--- src/rtl/core/vrp_pkg.sv ---
// Shared types, codes and address decode for the video register port.
// No dependencies; imported by every module in rtl/core.
`timescale 1ns / 1ps
`default_nettype none

package vrp_pkg;

  // Item commands
  localparam logic [1:0] CMD_READ  = 2'd0;
  localparam logic [1:0] CMD_WRITE = 2'd1;
  localparam logic [1:0] CMD_FLAGS = 2'd2;

  // Register numbers
  localparam logic [2:0] REG_CTRL     = 3'd0;
  localparam logic [2:0] REG_MASK     = 3'd1;
  localparam logic [2:0] REG_STATUS   = 3'd2;
  localparam logic [2:0] REG_OAM_ADDR = 3'd3;
  localparam logic [2:0] REG_OAM_DATA = 3'd4;
  localparam logic [2:0] REG_SCROLL   = 3'd5;
  localparam logic [2:0] REG_ADDR     = 3'd6;
  localparam logic [2:0] REG_DATA     = 3'd7;

  // Memory targets
  localparam logic [1:0] TGT_NONE = 2'd0;  // pattern area, not stored here
  localparam logic [1:0] TGT_NT   = 2'd1;
  localparam logic [1:0] TGT_PAL  = 2'd2;
  localparam logic [1:0] TGT_OAM  = 2'd3;

  localparam int NT_AW  = 11;
  localparam int PAL_AW = 5;
  localparam int OAM_AW = 8;
  localparam int VA_W   = 15;

  typedef struct packed {
    logic             rd;
    logic             wr;
    logic [1:0]       tgt;
    logic [NT_AW-1:0] idx;
    logic [7:0]       wdata;
  } mem_req_t;

  typedef struct packed {
    logic [1:0]       tgt;
    logic [NT_AW-1:0] idx;
  } vmap_t;

  typedef struct packed {
    logic [7:0]      rdata;
    logic [VA_W-1:0] vaddr;
    logic [2:0]      fine_x;
  } res_t;

  // Map the low 14 bits of the video address onto a memory and an entry.
  function automatic vmap_t vram_map(input logic [VA_W-1:0] addr, input logic mirror);
    logic [PAL_AW-1:0] p;
    vmap_t             m;
    p = addr[PAL_AW-1:0];
    // backdrop entries of the sprite palettes fold onto the tile palettes
    if (p[4] && (p[1:0] == 2'b00)) p[4] = 1'b0;
    if (!addr[13]) begin
      m.tgt = TGT_NONE;
      m.idx = '0;
    end else if (addr[13:8] == 6'h3F) begin
      m.tgt = TGT_PAL;
      m.idx = {{(NT_AW-PAL_AW){1'b0}}, p};
    end else begin
      m.tgt = TGT_NT;
      m.idx = {(mirror ? addr[11] : addr[10]), addr[9:0]};
    end
    return m;
  endfunction

  function automatic logic [VA_W-1:0] step_addr(input logic [VA_W-1:0] addr,
                                               input logic inc32);
    return addr + (inc32 ? VA_W'(32) : VA_W'(1));
  endfunction

endpackage

`default_nettype wire

--- src/rtl/core/vrp_regs.sv ---
// Register file and item sequencer: decodes bus items, issues memory
// accesses, holds one finished result. Depends on vrp_pkg.
`timescale 1ns / 1ps
`default_nettype none

module vrp_regs (
  input  wire logic              clk,
  input  wire logic              rst,
  input  wire logic              in_valid,
  output logic                   in_stall,
  input  wire logic [1:0]        cmd,
  input  wire logic [2:0]        reg_index,
  input  wire logic [7:0]        wdata,
  input  wire logic [2:0]        status_flags,
  input  wire logic              cfg_valid,
  output logic                   cfg_ready,
  input  wire logic              mirror_mode,
  input  wire logic              mem_clearing,
  output vrp_pkg::mem_req_t      mem_req,
  input  wire logic [7:0]        mem_rdata,
  input  wire logic              res_take,
  output logic                   res_valid,
  output vrp_pkg::res_t          res
);
  import vrp_pkg::*;

  localparam logic ST_IDLE = 1'b0;
  localparam logic ST_READ = 1'b1;

  logic            state;
  logic            mirror;
  logic            inc32, inc32_next;      // step-by-32 bit of the control byte
  logic [2:0]      status, status_next;    // {overflow, sprite0, vblank}
  logic [7:0]      oam_addr, oam_addr_next;
  logic            toggle, toggle_next;
  logic [VA_W-1:0] temp, temp_next;
  logic [VA_W-1:0] cur, cur_next;
  logic [2:0]      fine_x, fine_x_next;
  logic [7:0]      rbuf, rbuf_next;
  logic            rd_data_q, rd_pal_q;
  logic [7:0]      rd_val;
  logic            accept, mem_op, res_load;
  vmap_t           map;

  assign in_stall  = mem_clearing || (state == ST_READ) || (res_valid && !res_take);
  assign accept    = in_valid && !in_stall;
  assign mem_op    = (cmd == CMD_READ) &&
                     ((reg_index == REG_OAM_DATA) || (reg_index == REG_DATA));
  assign res_load  = (accept && !mem_op) || (state == ST_READ);
  assign cfg_ready = 1'b1;
  assign map       = vram_map(cur, mirror);

  always_comb begin
    inc32_next    = inc32;
    status_next   = status;
    oam_addr_next = oam_addr;
    toggle_next   = toggle;
    temp_next     = temp;
    cur_next      = cur;
    fine_x_next   = fine_x;
    rbuf_next     = rbuf;
    rd_val        = 8'd0;
    mem_req       = '0;
    if (state == ST_READ) begin
      if (rd_data_q) begin
        rd_val    = rd_pal_q ? mem_rdata : rbuf;
        rbuf_next = mem_rdata;
        cur_next  = step_addr(cur, inc32);
      end else begin
        rd_val = mem_rdata;
      end
    end else if (accept) begin
      case (cmd)
        CMD_READ: begin
          case (reg_index)
            REG_STATUS: begin
              rd_val      = {status[0], status[1], status[2], rbuf[4:0]};
              status_next = {status[2:1], 1'b0};
              toggle_next = 1'b0;
            end
            REG_OAM_DATA: begin
              mem_req.rd  = 1'b1;
              mem_req.tgt = TGT_OAM;
              mem_req.idx = {{(NT_AW-OAM_AW){1'b0}}, oam_addr};
            end
            REG_DATA: begin
              mem_req.rd  = 1'b1;
              mem_req.tgt = map.tgt;
              mem_req.idx = map.idx;
            end
            default: ;
          endcase
        end
        CMD_WRITE: begin
          case (reg_index)
            REG_CTRL: begin
              inc32_next       = wdata[2];
              temp_next[11:10] = wdata[1:0];
            end
            REG_OAM_ADDR: oam_addr_next = wdata;
            REG_OAM_DATA: begin
              mem_req.wr    = 1'b1;
              mem_req.tgt   = TGT_OAM;
              mem_req.idx   = {{(NT_AW-OAM_AW){1'b0}}, oam_addr};
              mem_req.wdata = wdata;
            end
            REG_SCROLL: begin
              if (!toggle) begin
                fine_x_next    = wdata[2:0];
                temp_next[4:0] = wdata[7:3];
              end else begin
                temp_next[14:12] = wdata[2:0];
                temp_next[9:5]   = wdata[7:3];
              end
              toggle_next = !toggle;
            end
            REG_ADDR: begin
              if (!toggle) begin
                temp_next[14]   = 1'b0;
                temp_next[13:8] = wdata[5:0];
              end else begin
                temp_next[7:0] = wdata;
                cur_next       = {temp[14:8], wdata};
              end
              toggle_next = !toggle;
            end
            REG_DATA: begin
              mem_req.wr    = 1'b1;
              mem_req.tgt   = map.tgt;
              mem_req.idx   = map.idx;
              mem_req.wdata = wdata;
              cur_next      = step_addr(cur, inc32);
            end
            default: ;  // mask bits drive rendering only; status writes drop
          endcase
        end
        CMD_FLAGS: status_next = status | status_flags;
        default: ;
      endcase
    end
  end

  always_ff @(posedge clk) begin
    if (rst) begin
      state     <= ST_IDLE;
      mirror    <= 1'b0;
      inc32     <= 1'b0;
      status    <= '0;
      oam_addr  <= '0;
      toggle    <= 1'b0;
      temp      <= '0;
      cur       <= '0;
      fine_x    <= '0;
      rbuf      <= '0;
      res_valid <= 1'b0;
    end else begin
      if (cfg_valid) mirror <= mirror_mode;
      state     <= (accept && mem_op) ? ST_READ : ST_IDLE;
      inc32     <= inc32_next;
      status    <= status_next;
      oam_addr  <= oam_addr_next;
      toggle    <= toggle_next;
      temp      <= temp_next;
      cur       <= cur_next;
      fine_x    <= fine_x_next;
      rbuf      <= rbuf_next;
      res_valid <= res_load || (res_valid && !res_take);
    end
  end

  always_ff @(posedge clk) begin
    if (accept) begin
      rd_data_q <= (reg_index == REG_DATA);
      rd_pal_q  <= (map.tgt == TGT_PAL);
    end
    if (res_load) res <= {rd_val, cur_next, fine_x_next};
  end

endmodule

`default_nettype wire

--- config.mk ---
export PLATFORM = sky130hd
export DESIGN_NAME = vrp_regs
export DESIGN_NICKNAME = d
export VERILOG_FILES = /design/src/rtl/core/vrp_pkg.sv /design/src/rtl/core/vrp_regs.sv
export SDC_FILE = /design/constraint.sdc
export NUM_CORES = 1
export LEC_CHECK = 0
export BUFFER_PORTS_ARGS = -buffer_cell sky130_fd_sc_hd__buf_2
export CORE_MARGIN = 5
export CORE_UTILIZATION = 52
export CTS_CLUSTER_DIAMETER = 120
export CTS_CLUSTER_SIZE = 28
export DETAILED_ROUTE_END_ITERATION = 8
export GPL_TIMING_DRIVEN = 0
export PLACE_DENSITY = 0.76
export SYNTH_ARGS = -nofsm -noshare
export SYNTH_HDL_FRONTEND = slang
export SYNTH_SLANG_ARGS = --single-unit
export TNS_END_PERCENT = 50
--- constraint.sdc ---
create_clock -name clk -period 2.4 [get_ports clk]
set_input_delay 0.24 -clock clk [delete_from_list [all_inputs] [get_ports clk]]
set_output_delay 0.24 -clock clk [all_outputs]
set_load 0.01 [all_outputs]
# Word level (Yosys, flattened, before mapping)
# Cells that the tools add are included.
[word_totals]
regBits = 77
latchBits = 0
mem_bits_rw = 0
rom_bits = 0
output_inout_bits = 52
word_cells = 113
memories = 0
[op_classes]
addsub = 1
mul = 0
div_mod_pow = 0
n_lt_le_gt_ge = 0
eq_ne = 14
n_shift = 0
muxes = 45
bitwise_logic = 3
reduce_logical = 32
[op_table]
columns = ["operator", "n"]
rows = [
  ["$mux W15", 5],
  ["$mux W8", 8],
  ["$pmux W13 S2", 2],
  ["$mux W23", 2],
  ["$pmux W22 S2", 1],
  ["$pmux W15 S2", 1],
  ["$mux W13", 2],
  ["$pmux W10 S2", 1],
  ["$mux W3", 6],
  ["$reduce_and A4 Y1", 4],
  ["$add A15 B6 Y15", 1],
  ["$eq A3 B3 Y1 const B", 4],
  ["$pmux W3 S2", 2],
  ["$mux W5", 2],
  ["$reduce_and A5 Y1", 2],
  ["$mux W1", 9],
  ["$reduce_bool A2 Y1", 4],
  ["$mux W7", 1],
  ["$eq A3 B2 Y1 const B", 2],
  ["$eq A6 B6 Y1 const B", 1],
  ["$logic_and A1 B1 Y1", 6],
  ["$mux W6", 1],
  ["$ne A2 B2 Y1 const B", 3],
  ["$reduce_and A6 Y1", 1],
  ["other kinds (13)", 24],
]

# Longest topological paths before layout
[depth]
depth_word = 9
ltp_mapped = 9

# Worst setup path after synthesis
# No wires, ideal clock.
[synth_path]
path_type = "reg2reg"
startpoint = "register inc32"
endpoint = "register res[12] (netlist name) (data pin)"
arrival_time_ns = 1.848
required_time_ns = 2.138
path_slack_ns = 0.289
stages_incl_launch_ff = 10
n_path_buf = 1
period_less_slack_ns = 2.111
cell_sequence = "dfxtp_1 > inv_1 > ha_1 > and4_1 > a31o_2 > buf_2 > and3b_1 > o21ai_0 > a211oi_1 > or2_2"
[synth_via]
elab_chain_cells = 6
elab_cells_between_ends = 7
[synth_rtl]
columns = ["element", "line_no", "rtl"]
rows = [
  ["start: declaration", "vrp_regs.sv:32", "logic inc32, inc32_next;"],
  ["start signal: assignment", "vrp_regs.sv:159", "inc32 <= inc32_next;"],
  ["$mux W6 (*)", "vrp_pkg.sv:75", "return addr + (inc32 ? VA_W'(32) : VA_W'(1));"],
  ["$add A15 B6 Y15 (*)", "vrp_pkg.sv:75", ""],
  ["$pmux W15 S2", "vrp_regs.sv:95", "case (reg_index)"],
  ["$mux W15", "vrp_regs.sv:73", "case (cmd)"],
  ["$mux W15", "vrp_regs.sv:72", "end else if (accept) begin"],
  ["$mux W15 (*)", "vrp_regs.sv:64", "if (state == ST_READ) begin"],
  ["via cur_next[9]", "vrp_regs.sv:37", "logic [VA_W-1:0] cur, cur_next;"],
  ["end signal: assignment", "vrp_regs.sv:176", "if (res_load) res <= {rd_val, cur_next, fine_x_next};"],
  ["end: declaration", "vrp_regs.sv:23", "output vrp_pkg::res_t res"],
]
# Mark *: on every way through the listed nets, which the timed path passes. The rest lies on a longest branch.
# A chain may end at the register's enable or synchronous reset.

==> metrics.md <==
| Metric | Value |
|---|---|
| Hold_sp | `mirror_mode` |
| Pre-CTS setup slack | `-0.225 ns` |
| Synth Register Bits | `77` |
| Initial detailed-routing violation count | `274` |
| RSZ-0062 raised after global routing | `yes` |
| Avg WL per Cell | `18.1 µm` |
| # rows | `32` |
| Fillers | `696` |
| Reg area | `1830 µm²` |
| Diode count | `0` |
| Hold Crit Class | `in2reg` |
| Slew Viols, Final | `0` |
| I/O pin count | `83` |
| Min Tclk post-route | `2.34 ns` |
| Power Density | `564 nW/µm²` |
| CP bufs+invs | `1` |
| Routed vias/inst | `5.79` |
| CP top delay family | `simple AND/OR/NAND/NOR gates` |
| Largest net degree at the start of global routing | `28` |
| CP peak stage delay | `0.49 ns` |
| Antenna violations before repair | `0` |
| Hold WS | `0.131 ns` |
| Max Fclk | `0.428 GHz` |
| Main synth FF type | `dfxtp_1` |
| GRT Total Usage | `0.239` |
| Final HPWL from detailed placement | `8.55 mm` |
| Initial Util | `0.529` |
| Worst Path Max Fanout | `8` |
| Placed Cells | `637` |
| Hold_buf cts | `0` |
| Status | `finished clean` |
| Vias in the first global route | `3568` |
| CTS root buf | `clkbuf_8` |
| Syn_nets | `488` |
| Design area | `4880 µm²` |
| Pleak | `1.94 nW` |
| Setup_tns | `0 ns` |
| Worst-margin pin slew | `0.854 ns` |
| CP Class | `reg2out` |
| Skew final | `0.00807 ns` |
| Synth Instances | `454` |
| Nets | `574` |
| Grt total ovfl | `0` |
| Worst Reg-to-Reg Cells | `7` |
| Finished Layout Cells | `647` |
| First-pass GRT wire length | `18.4 mm` |
| CTS Buffer Depth | `2` |
| Synthesized area per cell | `8.95 µm²` |
| H-tree lvl count | `3` |
| Die X-Extent | `98.4 µm` |
| Via count | `3749` |
| Netlist cell types | `60` |
| EDFF count, synth | `28` |
| Die Ht | `98.4 µm` |
| Maxcap violations | `0` |
| Mapped cell area | `4070 µm²` |
| Period utilization | `0.973` |
| Critical Path RT | `2.16 ns` |
| Layout cells sized above 1 | `0.246` |
| Area of the multi-input gates | `2140 µm²` |
| Cell Chain, Critical Path | `nand4_1 -> or2_2 -> and3_2 -> or2_2 -> buf_2` |
| Setup Viol. Count Final | `0` |
| Yosys warning total | `0` |
| Core footprint | `7690 µm²` |
| Critical Path Source | `cur[8]` |
| Fraction of registers with async set/reset | `0` |
| Crit. End Element | `primary output` |
| Hold violation total from the final report | `0` |
| Startpoint types | `flop` |
| DRC | `0` |
| Routed WL | `11.7 mm` |
| Hold Path Stages | `3` |
| Critical path's slowest cell | `dfxtp_1` |
| Clock sinks | `77` |
| CP arrival | `2.10 ns` |
| Reg-to-Reg End | `res[12]` |
| Routed Antenna Nets | `0` |
| TritonCTS clock tree | `yes` |
| Clock slew at reported path FFs | `0.08 ns` |
| Drt first pass iters | `5` |
| I/O Buffers | `81` |
| Clk Latency, worst-skew pair | `0.36 ns` |
| Max_slew headroom | `0.426` |
| Most frequent CP cell | `or2_2` |
| Worst Hold Endpoint | `mirror` |
| P&R area growth vs syn | `20.1%` |
| Die area | `9690 µm²` |
| TritonCTS Buffers | `9` |
| Placed Area | `4600 µm²` |
| RR Startpoint | `state` |
| Sequential-to-total area share from yosys stat | `0.448` |
| FF-to-FF setup slack | `0.09 ns` |
| Postcts setup bufs | `0` |
| Worst vdd ir | `0.364 mV` |
| Min setup slack post-route | `0.0647 ns` |
| GP Congestion | `0.942` |
## where the power goes
group	leakage [nW]	internal (mW)	switching, mW	total [mW]
Clock	0.115	0.687	0.478	1.16
Sequential	0.664	1.38	0.00901	1.38
Combinational	1.16	0.0678	0.137	0.205
Total	1.94	2.13	0.624	2.75
## registers in the layout, indices dropped and copies added (netlist names), 3 cells and up
| name | cells |
|---|---|
| cur | 15 |
| fine_x | 3 |
| oam_addr | 8 |
| rbuf | 8 |
| res | 26 |
| status | 3 |
| temp | 7 |
## worst register-to-register path, stage by stage (launching register included)
cell and delay (ns):
dfxtp_1 0.31, buf_6 0.13, or2_4 0.27, nor4_4 0.39
o21ai_2 0.24, a22oi_1 0.29, a211oi_1 0.12, or2_2 0.31
## metrics by stage
stage                util  power [mW]
finish              0.635        2.75
global route        0.635        2.84
CTS                 0.630        2.77
detailed placement  0.598        1.62
global placement    0.598        1.61
floorplan               -        1.52
## routing by layer
layer | up-vias | routed length, µm | track usage
li1 | 1805 | - | -
met1 | 1743 | 5020 | 0.317
met2 | 173 | 5460 | 0.397
met3 | 28 | 900 | 0.0361
met4 | 0 | 318 | 0.0903
met5 | - | 0 | 0
## cells in the mapped netlist (all sizes together) (10+ instances only)
| cell | number | area [µm²] |
|---|---|---|
| nand2 | 62 | 233 |
| dfxtp | 49 | 981 |
| nor2 | 45 | 188 |
| edfxtp | 28 | 841 |
| and2 | 25 | 156 |
| clkbuf | 25 | 93.8 |
| a21oi | 22 | 110 |
| mux2i | 16 | 160 |
| nand3 | 16 | 80.1 |
| o21ai | 16 | 80.1 |
| a22oi | 14 | 105 |
| xnor2 | 12 | 105 |
| buf | 10 | 61.3 |
## area by class of cell
type | count | share of cell area
plain buffers | 29 | 0.0274
flip-flops and latches | 77 | 0.374
well taps | 102 | 0.0261
clock inverters | 5 | 0.0202
clock buffers | 11 | 0.0269
repair buffers | 81 | 0.0830
inverters | 5 | 0.00384
multi-input cells | 337 | 0.438
## worst max path at each step
stage | to | slack (ns) | cells after the start
final | mem_req[19] | 0.06 | 5
after global routing | res[12] | -0.05 | 7
after CTS | res[13] | -0.06 | 8
after detailed placement | res[13] | -0.22 | 8
after global placement | res[13] | -0.16 | 8
after floorplan | res[12] | 0.29 | 9
## cell families after synthesis
kind of cell / Yosys count / synth area share
AND/OR/NAND/NOR: 194 / 0.241
AO/OA/AOI/OAI: 102 / 0.171
buffers and inverters: 40 / 0.0428
other: 1 / 0.000922
XOR/XNOR: 17 / 0.0366
multiplexers: 20 / 0.0505
flip-flops: 77 / 0.448
adder cells (fa/ha/maj): 3 / 0.00923
## layout by cell type, fill, tap and decap left out, drive strengths merged, types with 22 or more instances in the layout
| cell | instances |
|---|---|
| buf | 91 |
| nand2 | 62 |
| dfxtp | 49 |
| nor2 | 45 |
| clkbuf | 30 |
| edfxtp | 28 |
| and2 | 25 |
| a21oi | 22 |
## what timing repair did
| action | CTS | global route |
|---|---|---|
| pin swaps | 0 | 2 |
| endpoints found under the setup margin | 50 | 42 |
| resized for setup | 7 | 16 |
| hold endpoints to repair | 0 | 0 |
Note: power is estimated with default switching activity, not from simulation.
